==> src/hdl/nrc_pkg.sv <==
package nrc_pkg;

	// Longest body accepted before the sentence is dropped as too long.
	localparam logic [7:0] MAX_SENTENCE = 8'd128;
	// A body shorter than this cannot carry the "xxRMC" talker and type.
	localparam logic [7:0] MIN_RMC_BODY = 8'd5;

	localparam logic [7:0] CH_DOLLAR = 8'h24;
	localparam logic [7:0] CH_STAR   = 8'h2A;
	localparam logic [7:0] CH_COMMA  = 8'h2C;
	localparam logic [7:0] CH_CR     = 8'h0D;
	localparam logic [7:0] CH_LF     = 8'h0A;
	localparam logic [7:0] CH_R      = 8'h52;
	localparam logic [7:0] CH_M      = 8'h4D;
	localparam logic [7:0] CH_C      = 8'h43;

	localparam logic [4:0] FIELD_TIME = 5'd1;
	localparam logic [4:0] FIELD_DATE = 5'd9;
	localparam logic [4:0] FIELD_MAX  = 5'd31;
	localparam logic [3:0] CHAR_MAX   = 4'd15;
	localparam logic [3:0] DIGITS_KEPT = 4'd6;

	typedef enum logic [1:0] {
		PH_HUNT = 2'd0,
		PH_BODY = 2'd1,
		PH_CSUM = 2'd2
	} phase_t;

	typedef enum logic [1:0] {
		ST_RMC      = 2'd0,
		ST_OTHER    = 2'd1,
		ST_CSUM_ERR = 2'd2,
		ST_TOO_LONG = 2'd3
	} status_t;

	// Checksum character count codes.
	localparam logic [1:0] CS_TWO = 2'd2;
	localparam logic [1:0] CS_BAD = 2'd3;

	// One stored field character, reduced to "is a digit" and its value.
	typedef struct packed {
		logic       ok;
		logic [3:0] val;
	} digit_t;

	// Sentence snapshot handed to the report builder.
	typedef struct packed {
		logic             rmc;
		digit_t [5:0]     tdig;
		digit_t [5:0]     ddig;
	} ctx_t;

	typedef struct packed {
		status_t     status;
		logic [6:0]  hours;
		logic [6:0]  minutes;
		logic [6:0]  seconds;
		logic [6:0]  day;
		logic [6:0]  month;
		logic [6:0]  year;
		logic [15:0] errors_seen;
	} report_t;

	function automatic digit_t to_digit(input logic [7:0] c);
		digit_t d;
		d.ok  = c inside {[8'h30:8'h39]};
		d.val = c[3:0];
		return d;
	endfunction

	// {valid, nibble} for an uppercase hex character.
	function automatic logic [4:0] hex_nibble(input logic [7:0] c);
		logic [4:0] r;
		r = '0;
		if (c inside {[8'h30:8'h39]}) begin
			r = {1'b1, c[3:0]};
		end else if (c inside {[8'h41:8'h46]}) begin
			r = {1'b1, c[3:0] + 4'd9};
		end
		return r;
	endfunction

	function automatic logic pair_ok(input digit_t hi, input digit_t lo);
		return hi.ok && lo.ok;
	endfunction

	function automatic logic [6:0] pair_value(input digit_t hi, input digit_t lo);
		return 7'(hi.val) * 7'd10 + 7'(lo.val);
	endfunction

endpackage

==> src/hdl/nrc_in_if.sv <==
interface nrc_in_if;
	logic       valid;
	logic       ready;
	logic [7:0] rx_byte;

	modport source (output valid, output rx_byte, input ready);
	modport sink (input valid, input rx_byte, output ready);
endinterface

==> src/hdl/nrc_out_if.sv <==
interface nrc_out_if;
	logic        valid;
	logic        ready;
	logic [1:0]  status;
	logic [6:0]  hours;
	logic [6:0]  minutes;
	logic [6:0]  seconds;
	logic [6:0]  day;
	logic [6:0]  month;
	logic [6:0]  year;
	logic [15:0] errors_seen;

	modport source (output valid, output status, output hours, output minutes,
		output seconds, output day, output month, output year, output errors_seen,
		input ready);
	modport sink (input valid, input status, input hours, input minutes,
		input seconds, input day, input month, input year, input errors_seen,
		output ready);
endinterface

==> src/hdl/nmea_rmc_checksum_parser.sv <==
// Channel  Dir  Payload                                    Transaction
// -------  ---  -----------------------------------------  ---------------------------
// stream   in   rx_byte[7:0]                               one received byte
// report   out  status, hours..year (7b each), errors_seen  one per ended sentence
//
// Every byte is registered in stage 1 and processed from there; one byte
// per cycle is sustained while report is not stalled. A result, when a
// byte ends a sentence, sits in the output register, and stage 1 keeps
// moving while that register is empty or being drained. A stalled report
// holds stage 1 and then stream. arst_n clears phase, counters, the error total and all valid flags.
module nmea_rmc_checksum_parser
	import nrc_pkg::*;
(
	input  logic     clk,
	input  logic     arst_n,
	nrc_in_if.sink   stream,
	nrc_out_if.source report
);

	// Stage 1: registered input byte.
	logic [7:0] byte_s1;
	logic       valid_s1;

	// Sentence state.
	phase_t       phase_q;
	logic [7:0]   xor_q;
	logic [7:0]   body_cnt_q;
	logic [4:0]   field_q;
	logic [3:0]   char_q;
	logic         type_ok_q;
	digit_t [5:0] tdig_q;
	digit_t [5:0] ddig_q;
	logic [7:0]   csum_rx_q;
	logic [1:0]   csum_chars_q;
	logic [15:0]  err_total_q;

	// Output register.
	logic    out_valid_q;
	report_t out_q;

	logic       can_take;
	logic       advance;
	logic       is_start;
	logic       is_eol;
	logic       body_byte;
	logic       too_long;
	logic       eol_hit;
	logic       csum_bad;
	logic       emit;
	logic       emit_err;
	logic       capture;
	logic [4:0] hex;
	status_t    status;
	logic [15:0] err_next;
	ctx_t       ctx;
	report_t    rep;

	// Output register drains or is empty: stage 1 may move on.
	assign can_take     = !out_valid_q || report.ready;
	assign advance      = valid_s1 && can_take;
	assign stream.ready = !valid_s1 || can_take;

	always_ff @(posedge clk or negedge arst_n) begin
		if (!arst_n) begin
			valid_s1 <= 1'b0;
		end else if (stream.valid && stream.ready) begin
			valid_s1 <= 1'b1;
		end else if (advance) begin
			valid_s1 <= 1'b0;
		end
	end

	always_ff @(posedge clk) begin
		if (stream.valid && stream.ready) begin
			byte_s1 <= stream.rx_byte;
		end
	end

	// Decode the byte against the current phase.
	assign is_start  = (byte_s1 == CH_DOLLAR);
	assign is_eol    = (byte_s1 == CH_CR) || (byte_s1 == CH_LF);
	assign too_long  = (phase_q == PH_BODY) && !is_start && (byte_s1 != CH_STAR)
		&& (body_cnt_q >= MAX_SENTENCE);
	assign body_byte = (phase_q == PH_BODY) && !is_start && (byte_s1 != CH_STAR)
		&& !too_long;
	assign eol_hit   = (phase_q == PH_CSUM) && !is_start && is_eol;
	assign csum_bad  = (csum_chars_q != CS_TWO) || (csum_rx_q != xor_q);
	assign emit      = too_long || eol_hit;
	assign emit_err  = too_long || (eol_hit && csum_bad);
	assign hex       = hex_nibble(byte_s1);
	assign capture   = body_byte && (byte_s1 != CH_COMMA) && (char_q < DIGITS_KEPT);
	assign err_next  = err_total_q + 16'd1;

	always_comb begin
		if (too_long) begin
			status = ST_TOO_LONG;
		end else if (csum_bad) begin
			status = ST_CSUM_ERR;
		end else if (type_ok_q && (body_cnt_q >= MIN_RMC_BODY)) begin
			status = ST_RMC;
		end else begin
			status = ST_OTHER;
		end
	end

	assign ctx.rmc  = (status == ST_RMC);
	assign ctx.tdig = tdig_q;
	assign ctx.ddig = ddig_q;

	nrc_report u_report (
		.status (status),
		.ctx    (ctx),
		.errors (emit_err ? err_next : err_total_q),
		.rep    (rep)
	);

	// Control state: phase, counters, checksum, error total.
	always_ff @(posedge clk or negedge arst_n) begin
		if (!arst_n) begin
			phase_q      <= PH_HUNT;
			xor_q        <= '0;
			body_cnt_q   <= '0;
			field_q      <= '0;
			char_q       <= '0;
			type_ok_q    <= 1'b0;
			csum_rx_q    <= '0;
			csum_chars_q <= '0;
			err_total_q  <= '0;
		end else if (advance) begin
			if (is_start) begin
				// '$' restarts from any phase, silently.
				phase_q      <= PH_BODY;
				xor_q        <= '0;
				body_cnt_q   <= '0;
				field_q      <= '0;
				char_q       <= '0;
				type_ok_q    <= 1'b1;
				csum_rx_q    <= '0;
				csum_chars_q <= '0;
			end else begin
				case (phase_q)
					PH_BODY: begin
						if (byte_s1 == CH_STAR) begin
							phase_q      <= PH_CSUM;
							csum_rx_q    <= '0;
							csum_chars_q <= '0;
						end else if (too_long) begin
							phase_q     <= PH_HUNT;
							err_total_q <= err_next;
						end else begin
							xor_q      <= xor_q ^ byte_s1;
							body_cnt_q <= body_cnt_q + 8'd1;
							// Body characters 2..4 must spell the sentence type.
							if ((body_cnt_q == 8'd2 && byte_s1 != CH_R)
								|| (body_cnt_q == 8'd3 && byte_s1 != CH_M)
								|| (body_cnt_q == 8'd4 && byte_s1 != CH_C)) begin
								type_ok_q <= 1'b0;
							end
							if (byte_s1 == CH_COMMA) begin
								if (field_q != FIELD_MAX) begin
									field_q <= field_q + 5'd1;
								end
								char_q <= '0;
							end else if (char_q != CHAR_MAX) begin
								char_q <= char_q + 4'd1;
							end
						end
					end
					PH_CSUM: begin
						if (is_eol) begin
							phase_q <= PH_HUNT;
							if (csum_bad) begin
								err_total_q <= err_next;
							end
						end else if (csum_chars_q < CS_TWO && hex[4]) begin
							csum_rx_q    <= {csum_rx_q[3:0], hex[3:0]};
							csum_chars_q <= csum_chars_q + 2'd1;
						end else begin
							// Non-hex or a third character: mark malformed.
							csum_chars_q <= CS_BAD;
						end
					end
					default: begin
						phase_q <= PH_HUNT;
					end
				endcase
			end
		end
	end

	// Field digits: cleared by '$', written while inside field 1 or 9.
	always_ff @(posedge clk) begin
		if (advance) begin
			if (is_start) begin
				tdig_q <= '0;
				ddig_q <= '0;
			end else if (capture) begin
				if (field_q == FIELD_TIME) begin
					tdig_q[char_q[2:0]] <= to_digit(byte_s1);
				end else if (field_q == FIELD_DATE) begin
					ddig_q[char_q[2:0]] <= to_digit(byte_s1);
				end
			end
		end
	end

	// Result register: load on a sentence end, drop once taken.
	always_ff @(posedge clk or negedge arst_n) begin
		if (!arst_n) begin
			out_valid_q <= 1'b0;
		end else if (advance && emit) begin
			out_valid_q <= 1'b1;
		end else if (report.ready) begin
			out_valid_q <= 1'b0;
		end
	end

	always_ff @(posedge clk) begin
		if (advance && emit) begin
			out_q <= rep;
		end
	end

	assign report.valid       = out_valid_q;
	assign report.status      = out_q.status;
	assign report.hours       = out_q.hours;
	assign report.minutes     = out_q.minutes;
	assign report.seconds     = out_q.seconds;
	assign report.day         = out_q.day;
	assign report.month       = out_q.month;
	assign report.year        = out_q.year;
	assign report.errors_seen = out_q.errors_seen;

endmodule

==> src/hdl/nrc_report.sv <==
module nrc_report
	import nrc_pkg::*;
(
	input  status_t     status,
	input  ctx_t        ctx,
	input  logic [15:0] errors,
	output report_t     rep
);

	logic time_ok;
	logic day_ok;
	logic month_ok;
	logic year_ok;
	logic show;

	assign show     = ctx.rmc;
	assign time_ok  = pair_ok(ctx.tdig[0], ctx.tdig[1]) && pair_ok(ctx.tdig[2], ctx.tdig[3])
		&& pair_ok(ctx.tdig[4], ctx.tdig[5]);
	// Date fields validate left to right: a bad day hides month and year.
	assign day_ok   = pair_ok(ctx.ddig[0], ctx.ddig[1]);
	assign month_ok = day_ok && pair_ok(ctx.ddig[2], ctx.ddig[3]);
	assign year_ok  = month_ok && pair_ok(ctx.ddig[4], ctx.ddig[5]);

	always_comb begin
		rep             = '0;
		rep.status      = status;
		rep.errors_seen = errors;
		if (show && time_ok) begin
			rep.hours   = pair_value(ctx.tdig[0], ctx.tdig[1]);
			rep.minutes = pair_value(ctx.tdig[2], ctx.tdig[3]);
			rep.seconds = pair_value(ctx.tdig[4], ctx.tdig[5]);
		end
		if (show && day_ok) begin
			rep.day = pair_value(ctx.ddig[0], ctx.ddig[1]);
		end
		if (show && month_ok) begin
			rep.month = pair_value(ctx.ddig[2], ctx.ddig[3]);
		end
		if (show && year_ok) begin
			rep.year = pair_value(ctx.ddig[4], ctx.ddig[5]);
		end
	end

endmodule
==> src/flat_wrapper.sv <==
// flat-port wrapper written by rule: the top's interface ports become plain ports
module nmea_rmc_checksum_parser_flat import nrc_pkg::*;
  (clk, arst_n, stream_valid, stream_rx_byte, stream_ready, report_valid, report_status, report_hours, report_minutes, report_seconds, report_day, report_month, report_year, report_errors_seen, report_ready);
  nrc_in_if stream_i ();
  nrc_out_if report_i ();
  input  logic clk;
  input  logic arst_n;
  input wire logic [$bits(stream_i.valid)-1:0] stream_valid;
  input wire logic [$bits(stream_i.rx_byte)-1:0] stream_rx_byte;
  output wire logic [$bits(stream_i.ready)-1:0] stream_ready;
  output wire logic [$bits(report_i.valid)-1:0] report_valid;
  output wire logic [$bits(report_i.status)-1:0] report_status;
  output wire logic [$bits(report_i.hours)-1:0] report_hours;
  output wire logic [$bits(report_i.minutes)-1:0] report_minutes;
  output wire logic [$bits(report_i.seconds)-1:0] report_seconds;
  output wire logic [$bits(report_i.day)-1:0] report_day;
  output wire logic [$bits(report_i.month)-1:0] report_month;
  output wire logic [$bits(report_i.year)-1:0] report_year;
  output wire logic [$bits(report_i.errors_seen)-1:0] report_errors_seen;
  input wire logic [$bits(report_i.ready)-1:0] report_ready;
  assign stream_i.valid = stream_valid;
  assign stream_i.rx_byte = stream_rx_byte;
  assign stream_ready = stream_i.ready;
  assign report_valid = report_i.valid;
  assign report_status = report_i.status;
  assign report_hours = report_i.hours;
  assign report_minutes = report_i.minutes;
  assign report_seconds = report_i.seconds;
  assign report_day = report_i.day;
  assign report_month = report_i.month;
  assign report_year = report_i.year;
  assign report_errors_seen = report_i.errors_seen;
  assign report_i.ready = report_ready;
  nmea_rmc_checksum_parser u_core (.clk(clk), .arst_n(arst_n), .stream(stream_i), .report(report_i));
endmodule
==> config.mk <==
export PLATFORM = sky130hd
export DESIGN_NAME = nmea_rmc_checksum_parser_flat
export DESIGN_NICKNAME = d
export VERILOG_FILES = /design/src/hdl/nrc_pkg.sv /design/src/hdl/nrc_in_if.sv /design/src/hdl/nrc_out_if.sv /design/src/hdl/nmea_rmc_checksum_parser.sv /design/src/hdl/nrc_report.sv /design/src/flat_wrapper.sv
export SDC_FILE = /design/constraint.sdc
export NUM_CORES = 1
export LEC_CHECK = 0
export ABC_AREA = 1
export BUFFER_PORTS_ARGS = -buffer_cell sky130_fd_sc_hd__buf_2
export CORE_MARGIN = 4
export CORE_UTILIZATION = 61
export DETAILED_ROUTE_END_ITERATION = 7
export PLACE_DENSITY = 0.82
export SLEW_MARGIN = 20
export SYNTH_ARGS = -nofsm -noshare
export SYNTH_HDL_FRONTEND = slang
export SYNTH_HIERARCHICAL = 1
export SYNTH_SLANG_ARGS = --single-unit
==> constraint.sdc <==
create_clock -name clk -period 10.6 [get_ports clk]
set_clock_uncertainty 0.05 [all_clocks]
set_input_delay 1.06 -clock clk [delete_from_list [all_inputs] [get_ports clk]]
set_output_delay 1.06 -clock clk [all_outputs]
set_load 0.01 [all_outputs]
# ---- Word-level counts from Yosys, hierarchy flattened
# Cells that the tools add are included.
dict set report word_totals {
  input_bits 12
  elab_cells 240
  output_inout_bits 62
  register_bits 184
}
dict set report classes {
  add_sub_neg 12
  n_eq_ne 33
  muxes 64
  multipliers 6
  bitwise 2
  n_reduce_logical 69
  n_lt_le_gt_ge 10
}
# op n
set ops {}
lappend ops {{two-way mux 30 bit} 5}
lappend ops {{two-way mux 8 bit} 12}
lappend ops {{two-way mux 16 bit} 5}
lappend ops {{bitwise mux 30 bit} 2}
lappend ops {{two-way mux 5 bit} 9}
lappend ops {{adder 7 x 4 -> 7 bit} 6}
lappend ops {{multiplier 4 x 3 -> 6 bit (second input constant)} 6}
lappend ops {{logical AND 1 bit} 34}
lappend ops {{case mux 16 bit (2 select lines)} 1}
lappend ops {{== test 8 x 6 -> 1 bit (second input constant)} 3}
lappend ops {{two-way mux 4 bit} 6}
lappend ops {{!= test 8 x 7 -> 1 bit (second input constant)} 3}
lappend ops {{two-way mux 2 bit} 10}
lappend ops {{nonzero test 2 bit} 10}
lappend ops {{adder 16 x 1 -> 16 bit (second input constant)} 1}
lappend ops {{== test 8 x 2 -> 1 bit (second input constant)} 2}
lappend ops {{== test 8 x 4 -> 1 bit (second input constant)} 2}
lappend ops {{!= test 8 x 6 -> 1 bit (second input constant)} 2}
lappend ops {{case mux 8 bit (2 select lines)} 1}
lappend ops {{demux 5 bit (select 3 bit)} 1}
lappend ops {{AND reduction 5 bit} 3}
lappend ops {{!= test 2 x 1 -> 1 bit (second input constant)} 6}
lappend ops {{AND reduction 4 bit} 3}
lappend ops {{two-way mux 1 bit} 10}
lappend ops {{other kinds (37)} 53}

# ---- Logic depth before layout (Yosys ltp)
# Gate-level depths: netlist of run 1.
dict set report depth {
  ltp_word 11
  depth_mapped 17
  depth_no_buf 16
}

# ---- Modules after synthesis
# Netlist of run 1, hierarchy kept.
# mod area_per_inst_um2 n_inst seq_area_each_um2 cells_each
set by_module_without_submodules {}
lappend by_module_without_submodules {nmea_rmc_checksum_parser 8948.6 1 5245.0 971}
lappend by_module_without_submodules {nrc_report 1825.5 1 0.0 291}

# ---- Worst setup path before layout of run 1
# No wires, ideal clock.
dict set report synth_path {
  path_kind {register to register}
  startpoint {register u_core.byte_s1[0]}
  endpoint {register u_core.out_q, in the netlist u_core/report.day[0] (enable)}
  arrival_time_ps 4236
  n_path_buf 1
  setup_time_ps 480
  stages_incl_launch_ff 13
  period_less_slack_ps 4765
  setup_slack_ps 5835
  path_cell_list {edfxtp_1 -> clkbuf_1 -> inv_1 -> ha_1 -> nand3_1 -> inv_2 -> nand2_4 -> nand3_2 -> inv_2 -> nand2_8 -> nand2_1 -> inv_1 -> nor2_1}
}
dict set report synth_between {
  elab_chain_cells 7
}
# item line
set synth_lines {}
lappend synth_lines {{from (decl)} nmea_rmc_checksum_parser.sv:21} ;# logic [7:0] byte_s1;
lappend synth_lines {{from (signal assigned)} nmea_rmc_checksum_parser.sv:75} ;# byte_s1 <= stream.rx_byte;
lappend synth_lines {{== test 8 x 6 -> 1 bit} nmea_rmc_checksum_parser.sv:80} ;# assign is_start = (byte_s1 == CH_DOLLAR);
lappend synth_lines {{zero test 1 bit} {nmea_rmc_checksum_parser.sv:82, nmea_rmc_checksum_parser.sv:86}}
lappend synth_lines {{logical AND 1 bit (2 in series)} nmea_rmc_checksum_parser.sv:82} ;# assign too_long = (phase_q == PH_BODY) && !is_start && (byte_s1 != CH_STAR)
lappend synth_lines {{logical AND 1 bit} nmea_rmc_checksum_parser.sv:83} ;# && (body_cnt_q >= MAX_SENTENCE);
lappend synth_lines {{logical OR 1 bit (*)} nmea_rmc_checksum_parser.sv:88} ;# assign emit = too_long || eol_hit;
lappend synth_lines {{logical AND 1 bit (*)} nmea_rmc_checksum_parser.sv:219} ;# if (advance && emit) begin
lappend synth_lines {{to (signal assigned)} nmea_rmc_checksum_parser.sv:220} ;# out_q <= rep;
lappend synth_lines {{to (decl)} nmea_rmc_checksum_parser.sv:39} ;# report_t out_q;
# Mark *: on every way between the ends. The rest lies on a longest branch, timed or not.
# A chain may end at the register's enable or synchronous reset.

==> impl_metrics.csv, run 1 <==
group,metric,value,unit
run_status,status,"completed",
sta,rsz0062_at_grt,"no",
power_and_ir_drop,internal_power,1.21,mW
cts,cts_tree,"built",
power_and_ir_drop,powerDensity,129,nW/µm²
place,io_buffers,73,
yosys,ys_warn_count,6,
cells_and_area,num-nets-final,1388,
power_and_ir_drop,p_clk_share,45.4,%
yosys,synth_seq_cells,184,
worst_setup_path,crit_arrival,3960,ps
worst_setup_path,r2r-start,"u_core/byte_s1[1]",
cells_and_area,finalNonFillerCells,1551,
yosys,synthXorXnorAreaFrac,2.85,%
yosys,syn_nets,1337,
cells_and_area,fillCellCount,1315,
yosys,netlist_area,10800,µm²
global_route,grt.total_usage,23.6,%
cells_and_area,regArea,5250,µm²
power_and_ir_drop,power.net_switching,0.315,mW
sta,setup_ws,6880,ps
sta,period_minus_slack,3720,ps
worst_setup_path,worst_setup_path_end_kind,"register",
floorplan,dieArea,19900,µm²
route,wire_per_inst,14.7,µm
cts,cts.clk_slew.worst_paths,70,ps
route,wirelength,22.7,mm
power_and_ir_drop,vdd_drop_max,0.116,mV
floorplan,initial_core_util,62.3,%
place,place_inst,1519,
cts,cts-resized-gates,0,
min_path,hold_path.class,"reg -> reg",
route,dr.pass1.iters,7,
sta,slew_headroom,47.7,%
worst_setup_path,cpPeakStageDelay,590,ps
yosys,synth_compound_area_share,4.63,%
floorplan,rows,48,
power_and_ir_drop,p_sw_share,20.6,%
cts,clockRootBuffer,"clkbuf_16",
yosys,synth_cells,1262,
yosys,yosysTopAreaCell,"edfxtp_1",
worst_setup_path,critical_path.max_fanout,52,
sta,period_share,35.1,%
worst_setup_path,cp_slowest_cell,"edfxtp_1",
route,vias,8322,
yosys,synthSimpleGateAreaFrac,27.5,%
yosys,synth_top_family_by_area,"simple AND/OR/NAND/NOR gates",
cts,clock-sinks,184,
yosys,synth.top_cell.area_share,35.7,%
place,dpl_worst_slack,7040,ps
power_and_ir_drop,leakagePower,5.56,nW
floorplan,die_x,141,µm
global_route,grt_pass1_vias,7969,
power_and_ir_drop,pwr-share-seq,51.1,%
min_path,min_from,"u_core/err_total_q[14]",
cells_and_area,area.growth.synth_to_final,9.64,%
route,route.detailed.drc,0,
global_route,grt_pass1_wl,38.2,mm
power_and_ir_drop,p_comb_share,3.5,%
place,hpwl,15.5,mm
floorplan,chipHeight,141,µm
worst_setup_path,crit_family,"simple AND/OR/NAND/NOR gates",
worst_setup_path,critPathLaunch,"u_core/byte_s1[1]",
place,gp_congestion,0.916,
sta,report.final.slew_viol_count,0,
yosys,ys_seq_area_share,48.7,%
sta,final-hold-violation-count,0,
cts,clk_latency,430,ps
cts,cts_htree_levels,4,
floorplan,core-area,17300,µm²
floorplan,boundaryPins,74,
worst_setup_path,start_kind,"register",
cells_and_area,multiInputGateArea,4660,µm²
cells_and_area,diodes,0,
run,drv_cap,0,
yosys,synthAdderAreaFrac,8.15,%
global_route,grt_max_degree,61,
sta,fin_setup_tns,0,ps
yosys,synthMuxAreaShare,0,%
worst_setup_path,crit_required,10830,ps
yosys,synthDistinctLibCells,46,
route,ant_nets,0,
cells_and_area,drive_gt1_share,11.8,%
cts,post-cts-setup-buffer-count,0,
worst_setup_path,critPathKind,"reg -> reg",
route,vias_per_cell,5.37,
sta,fmax,0.269,GHz
yosys,synth_area_leaders,"edfxtp_1 36%, nand2_1 16%, dfrtp_1 13%",
worst_setup_path,path_cells,"inv_1 -> ha_1 -> nand3_1 -> inv_2 -> nand2_4 -> nand3_2 -> inv_2 -> nand2_8 -> nand2_1 -> nor2_1 -> nand3_2 -> nor3_4 -> inv_2 -> nor2_1",
cts,hold_buffers,0,
sta,finalSetupViolCount,0,
yosys,synth.avg_cell_area,8.54,µm²
sta,tightest_slew,784,ps
global_route,globalRouteOverflowTotal,0,
worst_setup_path,crit_buf_inv,4,
global_route,antenna_found_initial,0,
worst_setup_path,crit_top_cell,"inv_2",
cts,cts_buffers,17,
cts,clk_path_buf_depth,2,
route,dr.first_iter.drc_count,890,
==> path summary, 6_finish.rpt <==
| path | slack, ps | cells past startpoint | end |
|---|---|---|---|
| min reg2reg | 430 | 2 | u_core/err_total_q[14] |
| min in group asynchronous | 720 | 2 | u_core/err_total_q[15] |
| max | 6880 | 14 | u_core/report.minutes[0] |
| min | 430 | 2 | u_core/err_total_q[14] |
| max reg2reg | 6880 | 14 | u_core/report.minutes[0] |
| max in group asynchronous | 9270 | 2 | u_core/char_q[3] |
==> metal layers <==
| layer | wire [µm] | GRT usage [%] | vias up |
|---|---|---|---|
| met3 | 1440 | 3.46 | 66 |
| met2 | 11200 | 40.9 | 358 |
| met1 | 9460 | 30.4 | 3776 |
| met4 | 640 | 8.47 | 0 |
| met5 | 0 | 0 | - |
| li1 | - | - | 4122 |
==> power groups by stage <==
stage	Combinational, mW	Clock, mW	Sequential [mW]
after floorplan	0.0392	0	0.790
after global routing	0.0593	0.735	0.780
after CTS	0.0525	0.702	0.779
final	0.0527	0.693	0.780
after global placement	0.0496	0	0.794
after detailed placement	0.0512	0	0.794
==> cells in the mapped netlist (all sizes together) <==
| master | number |
|---|---|
| nor3 | 13 |
| ha | 51 |
| fa | 12 |
| nor3b | 3 |
| nand3 | 82 |
| inv | 149 |
| clkinv | 4 |
| a21oi | 44 |
| a31oi | 1 |
| buf | 36 |
| clkbuf | 10 |
| and2 | 5 |
| edfxtp | 128 |
| nand2 | 457 |
| o21ai | 38 |
| nand4 | 10 |
| nor2 | 114 |
| or2 | 4 |
| dfrtp | 56 |
| a21boi | 2 |
| a21o | 2 |
| nand3b | 5 |
| o21bai | 1 |
| xnor2 | 9 |
| xor2 | 26 |
==> layout by cell type, fill, tap and decap left out, types with 17 or more instances in the layout <==
cell type,netlist,routed
a21oi_1,42,42
buf_2,8,73
clkbuf_16,0,17
dfrtp_1,56,56
edfxtp_1,128,128
ha_1,51,51
inv_1,139,139
nand2_1,448,448
nand3_1,76,76
nor2_1,106,103
o21ai_0,23,23
xor2_1,26,26
==> flip-flops by register name, summed over array words and instances, names as in the netlist, 8 cells and up <==
register	flops
u_core/byte_s1	8
u_core/xor_q	8
u_core/ctx	60
u_core/err_total_q	16
u_core/csum_rx_q	8
u_core/report.errors_seen	16
u_core/body_cnt_q	8
==> tightest hold or removal path, stage by stage, from the launching register on <==
cell and delay [ps]:
dfrtp_1 350, nand2_1 50, nand2_1 50
==> metrics by stage <==
stage,area [µm²],hold WS [ps],power (mW),utilization (%)
global route,11800,464,1.57,68.3
floorplan,10800,385,0.829,-
finish,11800,433,1.53,68.3
CTS,11800,431,1.53,68.3
global placement,11200,406,0.843,64.6
detailed placement,11200,416,0.846,64.6
==> area by class of cell <==
cell class,count,area share (%)
Multi-Input combinational cell,879,39.4
Clock buffer,20,3.78
Sequential cell,184,44.4
Tap cell,225,2.38
Timing Repair Buffer,78,3.41
Inverter,153,4.90
Clock inverter,12,1.67
==> kinds of logic after synthesis <==
| family | count (synthesis) |
|---|---|
| compound gates | 88 |
| xor+xnor | 35 |
| fa+ha+maj | 63 |
| buf+inv | 199 |
| flops | 184 |
| simple gates | 693 |
(Power assumes the default switching activity.)
==> inputs of run 2 (changes only) <==
clock period = 3.8 ns   (was 10.6 ns; I/O delays follow)
==> run 2 against run 1 <==
- non-clock buffer count up 2
- largest cell class unchanged
- first-iteration DRC count down 12%
- highest routed layer unchanged
- via count up 1.6%
- critical path depth unchanged
- count of clock-buffer cells in the layout up 1
- register-to-register slack worse by 6300 ps
- critical endpoint is now u_core/report.hours[1]
==> impl_metrics.csv, run 2 (synthesized netlist as in run 1, its figures left out) <==
group,metric,value,unit
cts,clk_path_buf_depth,2,
global_route,grt_pass1_wl,38.9,mm
worst_setup_path,worstSetupPathDepth,14,
place,place_inst,1521,
power_and_ir_drop,pwr-share-seq,53.2,%
cts,cts-resized-gates,0,
floorplan,initial_core_util,62.3,%
cts,clockRootBuffer,"clkbuf_16",
cells_and_area,num-nets-final,1390,
power_and_ir_drop,p_total,4.09,mW
floorplan,dieArea,19900,µm²
sta,rsz0062_at_grt,"no",
global_route,globalRouteOverflowTotal,0,
place,hpwl,16.6,mm
route,wirelength,23.3,mm
cells_and_area,drive_gt1_share,11.9,%
sta,slew_headroom,41.4,%
route,wire_per_inst,15.0,µm
sta,holdWs,12.0,ps
min_path,hold_path.class,"in -> async",
global_route,grt_max_degree,52,
cts,clock-sinks,184,
power_and_ir_drop,p_comb_share,3.6,%
sta,finalSetupViolCount,0,
sta,final-hold-violation-count,0,
sta,fmax,0.306,GHz
worst_setup_path,r2r-start,"u_core/byte_s1[1]",
power_and_ir_drop,power.net_switching,0.873,mW
run,drv_cap,0,
run_status,status,"completed",
worst_setup_path,critPathKind,"reg -> reg",
worst_setup_path,path_cells,"inv_1 -> ha_1 -> nand3_1 -> inv_2 -> nand2_4 -> nand3_2 -> inv_2 -> nand2_8 -> nand2_1 -> nor2_1 -> nand3_2 -> nor3_4 -> inv_2 -> nor2_1",
place,placed_cell_area,11200,µm²
power_and_ir_drop,internal_power,3.21,mW
floorplan,boundaryPins,74,
worst_setup_path,crit_top_cell,"inv_2",
route,vias_per_cell,5.44,
sta,setup_ws,535,ps
sta,period_share,85.9,%
floorplan,core-area,17300,µm²
worst_setup_path,worst_setup_path_end_kind,"register",
place,gp_congestion,0.957,
worst_setup_path,crit_family,"simple AND/OR/NAND/NOR gates",
cells_and_area,final_cell_mix,"448 x nand2_1, 139 x inv_1, 128 x edfxtp_1",
worst_setup_path,critical_path.max_fanout,12,
cts,post-cts-setup-buffer-count,0,
worst_setup_path,crit_required,4030,ps
route,ant_nets,0,
sta,period_minus_slack,3270,ps
cells_and_area,final_common_cell,"nand2_1",
power_and_ir_drop,powerDensity,347,nW/µm²
power_and_ir_drop,p_sw_share,21.4,%
worst_setup_path,start_kind,"register",
route,route.detailed.drc,0,
route,dr.first_iter.drc_count,781,
worst_setup_path,cpPeakStageDelay,590,ps
cells_and_area,final_area,11800,µm²
worst_setup_path,crit_arrival,3500,ps
cts,cts_tree,"built",
worst_setup_path,reg2reg_depth,14,
sta,fin_setup_tns,0,ps
sta,report.final.slew_viol_count,0,
worst_setup_path,ff2ff_setup_slack,530,ps
sta,tightest_slew,879,ps
power_and_ir_drop,p_clk_share,43.2,%
power_and_ir_drop,leakagePower,5.54,nW
cts,cts.clk_slew.worst_paths,60,ps
cells_and_area,diodes,0,
power_and_ir_drop,vdd_drop_max,0.339,mV
cells_and_area,finalNonFillerCells,1553,
worst_setup_path,crit_buf_inv,4,
cts,cts_buffers,17,
worst_setup_path,cp_slowest_cell,"edfxtp_1",
cts,cts_htree_levels,4,
floorplan,die_x,141,µm
route,vias,8452,
global_route,grt.total_usage,24.2,%
cts,clk_latency,440,ps
place,dpl_worst_slack,609,ps
route,dr.pass1.iters,6,
cells_and_area,largest_register_ffs,60,
floorplan,rows,48,
floorplan,chipHeight,141,µm
worst_setup_path,r2r-end,"u_core/report.hours[1]",
global_route,antenna_found_initial,1,
place,io_buffers,73,
cts,hold_buffers,0,
cells_and_area,final_util,68.1,%
cells_and_area,area.growth.synth_to_final,9.29,%
global_route,grt_pass1_vias,8386,
run 2: worst register-to-register path, cell delays in order (launching register included):
cell and delay, ps:
edfxtp_1 590, inv_1 200, ha_1 270, nand3_1 180, inv_2 140, nand2_4 60, nand3_2 90, inv_2 60
nand2_8 80, nand2_1 80, nor2_1 340, nand3_2 150, nor3_4 480, inv_2 210, nor2_1 140
run 2: power groups by stage:
stage	clock network [mW]	logic, mW	registers [mW]
2_1_floorplan	0	0.109	2.20
3_3_place_gp	0	0.138	2.21
3_5_place_dp	0	0.145	2.22
4_1_cts	1.78	0.147	2.17
5_1_grt	1.88	0.168	2.18
6_report	1.76	0.147	2.18
run 2: how the worst max path moves through the flow:
stage | from | end | slack [ps]
finish | u_core/byte_s1[1] | u_core/report.hours[1] | 530
CTS | u_core/byte_s1[1] | u_core/report.hours[0] | 580
global placement | u_core/byte_s1[1] | u_core/report.hours[2] | 900
floorplan | u_core/byte_s1[0] | u_core/report.day[0] | 80
detailed placement | u_core/byte_s1[1] | u_core/report.hours[0] | 610
global route | u_core/byte_s1[1] | u_core/report.minutes[3] | 230
run 2: layout make-up:
type | count | area (µm²)
Timing Repair Buffer | 80 | 418
Clock buffer | 21 | 470
Tap cell | 225 | 282
Multi-Input combinational cell | 879 | 4660
Inverter | 153 | 579
Sequential cell | 184 | 5250
Clock inverter | 11 | 121
Fill cell | 1295 | 5520
run 2: layer usage:
layer	part of all wire (%)	track usage (%)	wire length, µm	vias up
li1	-	-	-	4125
met1	40	29.6	9440	3942
met2	50	41.7	11600	319
met3	6.6	5.22	1530	66
met4	3.1	9.74	729	0
met5	0	0	0	-
